===== src/rtl/dtr_pkg.sv =====
// Types, constants and helper functions of the divider timer.
package dtr_pkg;

   // Transaction kinds carried on the request channel
   typedef enum logic [1:0] {
      OP_TICK  = 2'd0,
      OP_READ  = 2'd1,
      OP_WRITE = 2'd2
   } dtr_op_type;

   // Register map
   localparam logic [15:0] ADDR_DIV_LO  = 16'hFF03;
   localparam logic [15:0] ADDR_DIV_HI  = 16'hFF04;
   localparam logic [15:0] ADDR_COUNTER = 16'hFF05;
   localparam logic [15:0] ADDR_MODULO  = 16'hFF06;
   localparam logic [15:0] ADDR_CONTROL = 16'hFF07;

   localparam logic [15:0] DIVIDER_RESET  = 16'hAB00;
   localparam logic [7:0]  READ_IDLE      = 8'hFF;
   localparam logic [7:0]  COUNTER_MAX    = 8'hFF;
   localparam int unsigned CTRL_ENABLE    = 2;
   localparam logic [2:0]  TICK_RELOAD    = 3'd4;
   localparam logic [2:0]  TICK_RESUME    = 3'd5;

   // Architectural state of the timer
   typedef struct packed {
      logic [15:0] divider;
      logic [7:0]  counter;
      logic [7:0]  modulo;
      logic [2:0]  control;
      logic        prior_gate;
      logic        in_overflow;
      logic [2:0]  overflow_ticks;
   } dtr_state_type;

   localparam dtr_state_type STATE_RESET = '{
      divider:        DIVIDER_RESET,
      counter:        8'h00,
      modulo:         8'h00,
      control:        3'b000,
      prior_gate:     1'b0,
      in_overflow:    1'b0,
      overflow_ticks: 3'd0
   };

   // Result of one transaction
   typedef struct packed {
      logic [7:0] read_data;
      logic       irq_request;
   } dtr_result_type;

   // Divider bit watched by the gate for each select code
   function automatic logic [3:0] sel_index(input logic [1:0] sel);
      logic [3:0] idx;
      case (sel)
         2'd0:    idx = 4'd9;
         2'd1:    idx = 4'd3;
         2'd2:    idx = 4'd5;
         default: idx = 4'd7;
      endcase
      return idx;
   endfunction

endpackage


===== src/rtl/dtr_chan_if.sv =====
// Valid/ready channel interfaces for requests and responses of the divider timer.
interface dtr_req_if;
   logic        valid;
   logic        ready;
   logic [1:0]  op;
   logic [15:0] addr;
   logic [7:0]  write_data;

   modport source (output valid, output op, output addr, output write_data, input ready);
   modport sink   (input valid, input op, input addr, input write_data, output ready);
endinterface

interface dtr_rsp_if;
   logic       valid;
   logic       ready;
   logic [7:0] read_data;
   logic       irq_request;

   modport source (output valid, output read_data, output irq_request, input ready);
   modport sink   (input valid, input read_data, input irq_request, output ready);
endinterface


===== src/rtl/dtr_step.sv =====
// Single-pass next-state and response logic of the divider timer.
module dtr_step
   import dtr_pkg::*;
(
   input  logic [1:0]     op,
   input  logic [15:0]    addr,
   input  logic [7:0]     write_data,
   input  dtr_state_type  state_in,
   output dtr_state_type  state_out,
   output dtr_result_type result
);

   dtr_state_type pre;
   dtr_state_type nxt;
   logic          do_step;
   logic          sel_bit;
   logic          gate;
   logic [2:0]    ticks;
   logic [7:0]    rd;
   logic          irq;

   always_comb begin
      pre     = state_in;
      do_step = 1'b0;
      rd      = READ_IDLE;

      // Decode the transaction and apply register side effects
      case (op)
         OP_TICK: begin
            pre.divider = state_in.divider + 16'd1;
            do_step     = 1'b1;
         end
         OP_READ: begin
            case (addr)
               ADDR_DIV_LO:  rd = state_in.divider[7:0];
               ADDR_DIV_HI:  rd = state_in.divider[15:8];
               ADDR_COUNTER: rd = state_in.counter;
               ADDR_MODULO:  rd = state_in.modulo;
               ADDR_CONTROL: rd = {5'b00000, state_in.control};
               default:      rd = READ_IDLE;
            endcase
         end
         OP_WRITE: begin
            case (addr)
               ADDR_DIV_LO, ADDR_DIV_HI: pre.divider = '0;
               ADDR_COUNTER: begin
                  // Load the counter and cancel a pending reload, unless the reload is already due
                  if (state_in.overflow_ticks < TICK_RELOAD) begin
                     pre.in_overflow    = 1'b0;
                     pre.counter        = write_data;
                     pre.overflow_ticks = 3'd0;
                  end
               end
               ADDR_MODULO: pre.modulo = write_data;
               ADDR_CONTROL: begin
                  pre.control = write_data[2:0];
                  do_step     = 1'b1;
               end
               default: pre = state_in;
            endcase
         end
         default: pre = state_in;
      endcase

      // On a tick or a control write, run one timer step on the updated divider and control
      nxt     = pre;
      irq     = 1'b0;
      sel_bit = pre.divider[sel_index(pre.control[1:0])];
      gate    = pre.control[CTRL_ENABLE] & sel_bit;
      ticks   = pre.overflow_ticks + 3'd1;
      if (do_step) begin
         if (!pre.in_overflow) begin
            if (!gate && pre.prior_gate) begin
               if (pre.counter == COUNTER_MAX) begin
                  nxt.counter     = 8'h00;
                  nxt.in_overflow = 1'b1;
               end else begin
                  nxt.counter = pre.counter + 8'd1;
               end
            end
         end else begin
            nxt.overflow_ticks = ticks;
            if (ticks == TICK_RELOAD) begin
               nxt.counter = pre.modulo;
               irq         = 1'b1;
            end else if (ticks == TICK_RESUME) begin
               nxt.counter        = pre.modulo;
               nxt.in_overflow    = 1'b0;
               nxt.overflow_ticks = 3'd0;
            end
         end
         nxt.prior_gate = gate;
      end
   end

   assign state_out          = nxt;
   assign result.read_data   = rd;
   assign result.irq_request = irq;

endmodule


===== src/rtl/divider_timer_with_overflow_reload_core.sv =====
// Divider timer with delayed overflow reload: top level with channel registers.
//
// Usage: each request transaction is a tick (op 0), a register read (op 1) or a
// register write (op 2) at addr with write_data. Every request gives exactly
// one response transaction carrying read_data (0xFF unless a mapped read) and
// irq_request, raised on the step that first reloads the counter from modulo
// after an overflow.
// Path: a taken request is held in the request register, passes through the
// combinational step logic and is registered in the response register once that
// has room, from which it shows on the response channel until it is taken.
// Throughput: one transaction per cycle while responses are taken; the state
// register loops through the step logic, so ticks can arrive back to back.
// Reset (synchronous, active high): both channel registers empty, divider 0xAB00,
// counter, modulo, control and overflow tracking cleared.
// Stall: while the response is not taken, the request register holds one more
// transaction and then ready drops; nothing is lost or repeated.
module divider_timer_with_overflow_reload_core
   import dtr_pkg::*;
(
   input  logic           clock,
   input  logic           reset,
   dtr_req_if.sink        req_chan,
   dtr_rsp_if.source      rsp_chan
);

   logic           in_valid_ff;
   logic [1:0]     in_op_ff;
   logic [15:0]    in_addr_ff;
   logic [7:0]     in_data_ff;
   dtr_state_type  state_ff;
   dtr_state_type  state_in;
   logic           out_valid_ff;
   dtr_result_type out_result_ff;
   dtr_result_type step_result;
   logic           advance;
   logic           req_take;

   // Move the held request into the response register when it has room
   assign advance  = in_valid_ff && (!out_valid_ff || rsp_chan.ready);
   assign req_take = req_chan.valid && req_chan.ready;
   assign req_chan.ready = !in_valid_ff || !out_valid_ff || rsp_chan.ready;

   dtr_step u_step (
      .op         (in_op_ff),
      .addr       (in_addr_ff),
      .write_data (in_data_ff),
      .state_in   (state_ff),
      .state_out  (state_in),
      .result     (step_result)
   );

   // Hold the request register
   always_ff @(posedge clock) begin
      if (reset) begin
         in_valid_ff <= 1'b0;
      end else if (req_take) begin
         in_valid_ff <= 1'b1;
      end else if (advance) begin
         in_valid_ff <= 1'b0;
      end
   end

   always_ff @(posedge clock) begin
      if (req_take) begin
         in_op_ff   <= req_chan.op;
         in_addr_ff <= req_chan.addr;
         in_data_ff <= req_chan.write_data;
      end
   end

   // Advance the timer state once per processed transaction
   always_ff @(posedge clock) begin
      if (reset) begin
         state_ff <= STATE_RESET;
      end else if (advance) begin
         state_ff <= state_in;
      end
   end

   // Hold the response until it is taken
   always_ff @(posedge clock) begin
      if (reset) begin
         out_valid_ff <= 1'b0;
      end else if (advance) begin
         out_valid_ff <= 1'b1;
      end else if (rsp_chan.ready) begin
         out_valid_ff <= 1'b0;
      end
   end

   always_ff @(posedge clock) begin
      if (advance) begin
         out_result_ff <= step_result;
      end
   end

   assign rsp_chan.valid       = out_valid_ff;
   assign rsp_chan.read_data   = out_result_ff.read_data;
   assign rsp_chan.irq_request = out_result_ff.irq_request;

endmodule


===== src/flat_wrapper.sv =====
// flat-port wrapper written by rule: the top's interface ports become plain ports
module divider_timer_with_overflow_reload_core_flat import dtr_pkg::*;
  (clock, reset, req_chan_valid, req_chan_op, req_chan_addr, req_chan_write_data, req_chan_ready, rsp_chan_valid, rsp_chan_read_data, rsp_chan_irq_request, rsp_chan_ready);
  dtr_req_if req_chan_i ();
  dtr_rsp_if rsp_chan_i ();
  input  logic clock;
  input  logic reset;
  input wire logic [$bits(req_chan_i.valid)-1:0] req_chan_valid;
  input wire logic [$bits(req_chan_i.op)-1:0] req_chan_op;
  input wire logic [$bits(req_chan_i.addr)-1:0] req_chan_addr;
  input wire logic [$bits(req_chan_i.write_data)-1:0] req_chan_write_data;
  output wire logic [$bits(req_chan_i.ready)-1:0] req_chan_ready;
  output wire logic [$bits(rsp_chan_i.valid)-1:0] rsp_chan_valid;
  output wire logic [$bits(rsp_chan_i.read_data)-1:0] rsp_chan_read_data;
  output wire logic [$bits(rsp_chan_i.irq_request)-1:0] rsp_chan_irq_request;
  input wire logic [$bits(rsp_chan_i.ready)-1:0] rsp_chan_ready;
  assign req_chan_i.valid = req_chan_valid;
  assign req_chan_i.op = req_chan_op;
  assign req_chan_i.addr = req_chan_addr;
  assign req_chan_i.write_data = req_chan_write_data;
  assign req_chan_ready = req_chan_i.ready;
  assign rsp_chan_valid = rsp_chan_i.valid;
  assign rsp_chan_read_data = rsp_chan_i.read_data;
  assign rsp_chan_irq_request = rsp_chan_i.irq_request;
  assign rsp_chan_i.ready = rsp_chan_ready;
  divider_timer_with_overflow_reload_core u_core (.clock(clock), .reset(reset), .req_chan(req_chan_i), .rsp_chan(rsp_chan_i));
endmodule

===== config.mk =====
export PLATFORM = sky130hd
export DESIGN_NAME = divider_timer_with_overflow_reload_core_flat
export DESIGN_NICKNAME = d
export VERILOG_FILES = /design/src/rtl/dtr_pkg.sv /design/src/rtl/dtr_chan_if.sv /design/src/rtl/dtr_step.sv /design/src/rtl/divider_timer_with_overflow_reload_core.sv /design/src/flat_wrapper.sv
export SDC_FILE = /design/constraint.sdc
export NUM_CORES = 1
export LEC_CHECK = 0
export BUFFER_PORTS_ARGS = -buffer_cell sky130_fd_sc_hd__buf_2
export CAP_MARGIN = 20
export CORE_AREA = 2 2 91 93
export DETAILED_ROUTE_END_ITERATION = 6
export DIE_AREA = 0 0 93 95
export PLACE_DENSITY = 0.71
export SLEW_MARGIN = 20
export SYNTH_ARGS = -nofsm -noshare
export SYNTH_HDL_FRONTEND = slang
export SYNTH_SLANG_ARGS = --single-unit

===== constraint.sdc =====
create_clock -name clock -period 4.05 [get_ports clock]
set_clock_uncertainty 0.2 [all_clocks]
set_input_delay 0.81 -clock clock [delete_from_list [all_inputs] [get_ports clock]]
set_output_delay 0.81 -clock clock [all_outputs]
set_load 0.01 [all_outputs]

# Word-level counts from Yosys, hierarchy flattened
# Cells that the tools add are included.
[word_totals] register_bits=77 word_cells=80 inputBits=30 out_inout_bits=11
[classes] bitwise_logic=1 reduce_logical=15 eq_ne=12 order_cmp=2 mux=33 n_addsub=3
[op_table] operator="equality test 16 bit (second input constant)" count=5
[op_table] operator="two-way mux 8 bit" count=9
[op_table] operator="one-hot mux 8 bit (5 select lines)" count=1
[op_table] operator="one-hot mux 16 bit (2 select lines)" count=1
[op_table] operator="two-way mux 24 bit" count=1
[op_table] operator="adder 16 x 1 -> 16 bit (second input constant)" count=1
[op_table] operator="two-way mux 16 bit" count=1
[op_table] operator="two-way mux 4 bit" count=4
[op_table] operator="one-hot mux 4 bit (3 select lines)" count=1
[op_table] operator="two-way mux 1 bit" count=10
[op_table] operator="adder 8 x 1 -> 8 bit (second input constant)" count=1
[op_table] operator="equality test 8 bit (second input constant)" count=1
[op_table] operator="equality test 3 bit (second input constant)" count=2
[op_table] operator="two-way mux 3 bit" count=2
[op_table] operator="less-than comparator 4 x 5 -> 1 bit (second input constant)" count=1
[op_table] operator="two-way mux 5 bit" count=1
[op_table] operator="binary-select mux 1 bit (select 4 bit)" count=1
[op_table] operator="equality test 2 x 1 -> 1 bit (second input constant)" count=2
[op_table] operator="equality test 2 bit (second input constant)" count=2
[op_table] operator="zero test 2 bit" count=2
[op_table] operator="nonzero test 2 bit" count=2
[op_table] operator="adder 3 x 1 -> 3 bit (second input constant)" count=1
[op_table] operator="logical AND 1 bit" count=3
[op_table] operator="zero test 1 bit" count=3
[op_table] operator="6 further kinds" count=8

# Longest topological paths before layout
[logic_depth] word_depth=14 ltp_mapped=14 mapped_depth_nobuf=13

# Cells and area by module
# A second synthesis with hierarchy kept.
[unflattened] hier_cells=489 hier_area_um2=4688.2
[by_module_without_submodules] mod="divider_timer_with_overflow_reload_core" cells_each=219 area_per_inst_um2=2941.6 n_inst=1 seq_area_each_um2=1891.8
[by_module_without_submodules] mod="dtr_step" cells_each=270 area_per_inst_um2=1746.7 n_inst=1 seq_area_each_um2=0.0

# Worst setup path before layout
# Ideal clock, no wire load.
[synth_timing] path_kind="flip-flop to flip-flop" startpoint="reg u_core.in_addr_ff[5]" endpoint="reg u_core.state_ff[3] (netlist bit)" setup_ns=0.071 slack_ns=0.694 n_path_buf=2 required_time_ns=3.779 t_arrival_ns=3.085 path_stages_with_launch=13 synth_period_minus_slack_ns=3.356 path_cell_list="edfxtp_1 or4b_4 nor4_4 and3b_1 buf_2 buf_2 mux2i_1 inv_1 ha_1 nand2_1 nor3_1 or4b_1 a21oi_1"
[synth_via] elab_chain_len=13 word_cells_on_any_way=32 cone_classes="add/sub: 1; eq/ne: 9; mux: 17; bitwise: 1; reduce/logical: 4"
[synth_lines] item="from (decl)" line="divider_timer_with_overflow_reload_core.sv:28" rtl="logic [15:0] in_addr_ff;"
[synth_lines] item="from (signal assigned)" line="divider_timer_with_overflow_reload_core.sv:66" rtl="in_addr_ff <= req_chan.addr;"
[synth_lines] item="equality test 16 bit" line="dtr_step.sv:44" rtl="case (addr)"
[synth_lines] item="two-way mux 3 bit" line="dtr_step.sv:44"
[synth_lines] item="two-way mux 24 bit" line="dtr_step.sv:28" rtl="case (op)"
[synth_lines] item="equality test 2 bit (tied with other cells)" line="dtr_pkg.sv:55" rtl="case (sel)"
[synth_lines] item="one-hot mux 4 bit (3 select lines)" line="dtr_pkg.sv:55"
[synth_lines] item="binary-select mux 1 bit (select 4 bit)" line="dtr_step.sv:68" rtl="sel_bit = pre.divider[sel_index(pre.control[1:0])];"
[synth_lines] item="two-way mux 1 bit (not written as such)" line="dtr_step.sv:68"
[synth_lines] item="bitwise AND 1 bit" line="dtr_step.sv:69" rtl="gate = pre.control[CTRL_ENABLE] & sel_bit;"
[synth_lines] item="zero test 1 bit" line="dtr_step.sv:73" rtl="if (!gate && pre.prior_gate) begin"
[synth_lines] item="logical AND 1 bit" line="dtr_step.sv:73"
[synth_lines] item="two-way mux 1 bit" line="dtr_step.sv:73"
[synth_lines] item="two-way mux 1 bit" line="dtr_step.sv:72" rtl="if (!pre.in_overflow) begin"
[synth_lines] item="two-way mux 5 bit (*)" line="dtr_step.sv:71" rtl="if (do_step) begin"
[synth_lines] item="to (signal assigned)" line="divider_timer_with_overflow_reload_core.sv:76" rtl="state_ff <= state_in;"
[synth_lines] item="to (decl)" line="divider_timer_with_overflow_reload_core.sv:30" rtl="dtr_state_type state_ff;"
# Every way passes the cells marked *; elsewhere a longest branch is shown, timed or not. The select of a mux whose other input is x is not followed.
# A chain may end at the register's enable or synchronous reset.

# Worst setup path after layout
[layout_timing] startpoint="reg u_core.in_addr_ff[2]" endpoint="reg u_core.state_ff[16] (netlist bit)"
[layout_via] elab_chain_len=13 word_cells_on_any_way=35 cone_classes="add/sub: 2; eq/ne: 10; mux: 18; bitwise: 1; reduce/logical: 4"
[layout_lines] item="equality test 16 bit" line="dtr_step.sv:44"
[layout_lines] item="two-way mux 3 bit" line="dtr_step.sv:44"
[layout_lines] item="two-way mux 24 bit" line="dtr_step.sv:28"
[layout_lines] item="equality test 2 bit (tied with other cells)" line="dtr_pkg.sv:55"
[layout_lines] item="one-hot mux 4 bit (3 select lines)" line="dtr_pkg.sv:55"
[layout_lines] item="binary-select mux 1 bit (select 4 bit)" line="dtr_step.sv:68"
[layout_lines] item="two-way mux 1 bit (not written as such)" line="dtr_step.sv:68"
[layout_lines] item="bitwise AND 1 bit" line="dtr_step.sv:69"
[layout_lines] item="zero test 1 bit" line="dtr_step.sv:73"
[layout_lines] item="logical AND 1 bit" line="dtr_step.sv:73"
[layout_lines] item="two-way mux 8 bit" line="dtr_step.sv:73"
[layout_lines] item="two-way mux 8 bit" line="dtr_step.sv:72"
[layout_lines] item="two-way mux 8 bit (*)" line="dtr_step.sv:71"
# Marked as above.

==> results.md <==
| Group | Result | This run |
|:---|:---|:---|
| run status | Result of the run | finished, final reports clean |
| global route | Met1 routing resource usage after global routing | 35.0% |
| sta | Post-layout minimum cycle time | 3600 ps |
| finish | Fillers | 719 |
| critical path | Category of the most critical setup path | reg2reg |
| critical path | Maximum fanout count along the critical path | 8 |
| critical path | Worst Path Required | 4040 ps |
| critical path | Sort of element at the start of the critical path | register |
| detailed routing | Detailed Route Iter0 Violations | 317 |
| sta | Pins Over Slew Limit | 0 |
| die | Die width | 93 um |
| die | Floorplan Core Area | 7930 sq um |
| synth | Cells after synthesis | 456 |
| die | # IOs | 41 |
| clock tree | Buffers from clock root to sink, at most | 2 |
| worst hold path | Path type of the worst min-delay path | reg2reg |
| finish | Fraction of layout cells with a size suffix above 1 | 17.9% |
| global route | Global-route wire length before repair | 17.0 mm |
| synth | Synthesized area per cell | 9.21 sq um |
| global route | Pin count of the biggest net entering global routing | 38 |
| synth | Part of the Yosys area used for sequential elements | 45.0% |
| finish | Cell area after layout | 4740 sq um |
| synth | Warning count from the yosys run | 0 |
| synth | Post-Syn Area | 4200 sq um |
| clock tree | Root buffer cell | sky130_fd_sc_hd__clkbuf_8 |
| finish | Area added between synthesis and finish | 12.8% |
| critical path | Worst setup path start | u_core.in_addr_ff[2] |
| critical path | Endpoint of the worst-slack reg-to-reg timing path | u_core.state_ff[16] |
| worst hold path | Worst Hold Endpoint | u_core.state_ff[3] |
| sta | # setup viols final | 0 |
| sta | Top achievable clock speed | 278 MHz |
| placed design | DPL Wire Length | 7.70 mm |
| synth | Predominant post-synthesis flop cell | sky130_fd_sc_hd__dfxtp_1 |
| critical path | FF-to-FF path depth | 11 |
| pwr | Pwr/cell area | 327 nW/um^2 |
| synth | Number of register bits inferred by synthesis | 77 |
| worst hold path | Worst Hold Path Cells | 2 |
| flow run | Reported max-cap violation count | 0 |
| die | Die Footprint | 8840 sq um |
| clock tree | Number of levels in the clock H-tree | 3 |
| finish | Area occupied by multi-input gates | 2170 sq um |
| global route | Initial antenna violation count | 0 |
| clock tree | Num Clock Sinks | 77 |
| detailed routing | Via density per instance | 6.08 |
| clock tree | Clock-pin slew on the worst setup and hold paths | 80 ps |
| die | Starting density of the core | 53.0% |
| placed design | Worst setup timing slack at the placement stage | 356 ps |
| sta | Final clock period utilization by the worst path | 88.8% |
| synth | Number of nets in the synthesized netlist | 491 |
| worst hold path | Beginning of the worst hold path | u_core.state_ff[3] |
| placed design | Post-place instance area | 4530 sq um |
| detailed routing | 1st-pass router iterations | 5 |
| critical path | Minimum setup slack among reg-to-reg paths | 450 ps |
| finish | Reg area | 1890 sq um |
| finish | Count of antenna diodes in the layout | 0 |
| placed design | Routability congestion estimate from global placement | 0.971 |
| pwr | Leakage power total | 1.69 nW |
| synth | Fraction of registers with async set/reset | 0% |
| detailed routing | Final ANT Viol Nets | 0 |
| critical path | Critical R2R Launch | u_core.in_addr_ff[2] |
| synth | Number of flops mapped to enable cells by yosys | 35 |
| sta | Pin slew with the least headroom to its limit | 756 ps |
| detailed routing | Total vias in the final route | 3691 |
| clock tree | Num CTS Buffers | 9 |
| global route | Number of global-route vias before repair | 3356 |
| detailed routing | Residual DRC | 0 |
| die | Std cell rows | 33 |
| clock tree | CTS tree | done |
| pwr | Worst voltage drop across the vdd grid | 0.344 mV |
| global route | Met2 Use GR | 37.2% |
| critical path | Kind of end point of the critical path | register |
| detailed routing | Post-Route WL | 10.5 mm |
| critical path | Worst endpoint data arrival time | 3590 ps |
| global route | Total congestion overflow after global routing | 0 |
| sta | RSZ-0062 raised after global routing | no |
| global route | Global-route usage over all layers | 24.9% |
| global route | Busiest layer in global routing | met2 |
| die | Die Span Y | 95 um |
| finish | Net count, final | 532 |
| global route | Met3 routing resource usage after global routing | 6.62% |
| sta | Setup TNS | 0 ps |
| sta | Final hold vios | 0 |
| sta | Final setup margin | 454 ps |
| sta | Worst-case headroom to the max-slew limit | 49.6% |
| clock tree | Clock latency on the worst-skew pair | 350 ps |
| finish | Core utilization of the finished layout | 59.8% |
| synth | Cell variety after synth | 60 |
| placed design | # port buffers | 40 |
| detailed routing | Routed wirelength normalized by instance count | 17.4 um |
| clock tree | Post-CTS Setup Repair Bufs | 0 |
cells in the final DEF (no fill, tap or decap), types with 3 or more instances in the layout:
cell type and count:
sky130_fd_sc_hd__and2_1 6, sky130_fd_sc_hd__inv_1 11, sky130_fd_sc_hd__and3_1 5, sky130_fd_sc_hd__nand2_1 53, sky130_fd_sc_hd__o21ai_0 16, sky130_fd_sc_hd__nand4_1 9, sky130_fd_sc_hd__a211o_1 3, sky130_fd_sc_hd__mux2_2 8
sky130_fd_sc_hd__a31oi_1 5, sky130_fd_sc_hd__a21oi_1 29, sky130_fd_sc_hd__clkbuf_8 11, sky130_fd_sc_hd__buf_2 40, sky130_fd_sc_hd__a211oi_1 10, sky130_fd_sc_hd__edfxtp_1 35, sky130_fd_sc_hd__mux2i_1 19, sky130_fd_sc_hd__o21ai_1 4
sky130_fd_sc_hd__nand3_1 19, sky130_fd_sc_hd__nor3_1 15, sky130_fd_sc_hd__nor4_1 5, sky130_fd_sc_hd__ha_1 5, sky130_fd_sc_hd__nor2b_1 5, sky130_fd_sc_hd__buf_4 13, sky130_fd_sc_hd__dfxtp_1 42, sky130_fd_sc_hd__o21bai_1 4
sky130_fd_sc_hd__a22oi_1 9, sky130_fd_sc_hd__or4b_1 3, sky130_fd_sc_hd__nor2_1 51, sky130_fd_sc_hd__o2111ai_1 10, sky130_fd_sc_hd__o211ai_1 4, sky130_fd_sc_hd__xor2_1 7
cell families after synthesis:
group,after synthesis,share of synthesized area [%]
compound gates,110,18.0
xor+xnor,8,1.67
fa+ha+maj,5,1.49
buf+inv,35,3.34
flops,77,45.0
mux,30,7.63
simple gates,191,22.9
cells in the mapped netlist (2+ instances only):
library cell,number,area share (%)
sky130_fd_sc_hd__or2_2,2,0.30
sky130_fd_sc_hd__o31ai_1,2,0.36
sky130_fd_sc_hd__inv_1,11,0.98
sky130_fd_sc_hd__nand2b_1,2,0.30
sky130_fd_sc_hd__o21bai_1,4,0.71
sky130_fd_sc_hd__a211oi_2,2,0.60
sky130_fd_sc_hd__nor4bb_1,2,0.48
sky130_fd_sc_hd__o211ai_1,4,0.71
sky130_fd_sc_hd__and3_1,5,0.74
sky130_fd_sc_hd__nand3_1,19,2.3
sky130_fd_sc_hd__nand2_1,53,4.7
sky130_fd_sc_hd__or4b_1,3,0.71
sky130_fd_sc_hd__mux2_2,8,2.1
sky130_fd_sc_hd__nor2_1,51,4.6
sky130_fd_sc_hd__a22oi_1,9,1.6
sky130_fd_sc_hd__dfxtp_1,42,20
sky130_fd_sc_hd__nand4_1,9,1.3
sky130_fd_sc_hd__clkbuf_1,16,1.4
sky130_fd_sc_hd__or3_1,2,0.30
sky130_fd_sc_hd__nor2b_1,5,0.74
sky130_fd_sc_hd__a31oi_1,5,0.74
sky130_fd_sc_hd__mux2i_1,19,4.5
sky130_fd_sc_hd__nor3b_1,2,0.36
sky130_fd_sc_hd__o21ai_1,5,0.60
sky130_fd_sc_hd__o21ai_0,16,1.9
sky130_fd_sc_hd__buf_2,4,0.48
sky130_fd_sc_hd__nor4_1,5,0.74
sky130_fd_sc_hd__o2111ai_1,10,2.1
sky130_fd_sc_hd__a211oi_1,10,1.8
sky130_fd_sc_hd__nor4_4,2,1.0
sky130_fd_sc_hd__and2_1,7,1.0
sky130_fd_sc_hd__a32oi_1,2,0.42
sky130_fd_sc_hd__ha_1,5,1.5
sky130_fd_sc_hd__a211o_1,3,0.63
sky130_fd_sc_hd__nor3_1,15,1.8
sky130_fd_sc_hd__a21oi_1,29,3.5
sky130_fd_sc_hd__xor2_1,7,1.5
sky130_fd_sc_hd__edfxtp_1,35,25
sky130_fd_sc_hd__buf_1,2,0.18
sky130_fd_sc_hd__nand3b_1,2,0.36
worst max-delay path, stage by stage, from the launching register on:
cell and delay [ps]:
sky130_fd_sc_hd__edfxtp_1 450, sky130_fd_sc_hd__or4b_4 530, sky130_fd_sc_hd__nor4_4 370, sky130_fd_sc_hd__nand3b_1 220
sky130_fd_sc_hd__and2_1 240, sky130_fd_sc_hd__ha_1 210, sky130_fd_sc_hd__xor2_1 240, sky130_fd_sc_hd__o21ai_1 310
sky130_fd_sc_hd__a21oi_1 280, sky130_fd_sc_hd__nor2_1 60, sky130_fd_sc_hd__a31oi_1 190, sky130_fd_sc_hd__a311oi_1 130
power breakdown:
group          internal (mW)  leakage [nW]  total, mW  switching, mW
Sequential             0.838         0.652      0.862         0.0240
Clock                  0.296         0.102      0.578          0.282
Combinational         0.0429         0.937      0.110         0.0675
metrics by stage:
step	hold slack (ps)	instances	power (mW)
floorplan	240	456	0.944
global placement	254	591	0.985
detailed placement	263	591	0.988
CTS	273	607	1.55
global route	306	607	1.61
finish	268	607	1.55
routing by layer:
layer  vias to the layer above  wire [um]
li1                       1778          -
met1                      1723       4710
met2                       172       4680
met3                        18        959
met4                         0        195
met5                         -          0
layout make-up:
| cell class | instances | share of cell area [%] |
|---|---|---|
| Clock buffer | 14 | 3.88 |
| Clock inverter | 2 | 0.317 |
| Inverter | 12 | 0.951 |
| Multi-Input combinational cell | 344 | 45.9 |
| Sequential cell | 77 | 39.9 |
| Tap cell | 105 | 2.77 |
| Timing Repair Buffer | 53 | 6.28 |
state kept, by name (all words and copies together), names as in the netlist:
register and count:
u_core.in_addr_ff 16, u_core.in_data_ff 8, u_core.in_op_ff 2, u_core.in_valid_ff 1
u_core.rsp_chan.irq_request 1, u_core.rsp_chan.read_data 8, u_core.rsp_chan.valid 1, u_core.state_ff 40
what timing repair did:
item	in CTS	in global routing
hold buffers	0	0
setup endpoints to repair	0	2
resized for setup	0	1
worst max-delay path by stage:
stage          slack [ps]  depth (start not counted)             endpoint
6_report              450                         11  u_core.state_ff[16]
4_1_cts               340                         10  u_core.state_ff[22]
3_5_place_dp          360                         10  u_core.state_ff[22]
2_1_floorplan         690                         12   u_core.state_ff[3]
3_3_place_gp          380                         10  u_core.state_ff[22]
5_1_grt               220                         12  u_core.state_ff[16]
(Power assumes the default switching activity.)
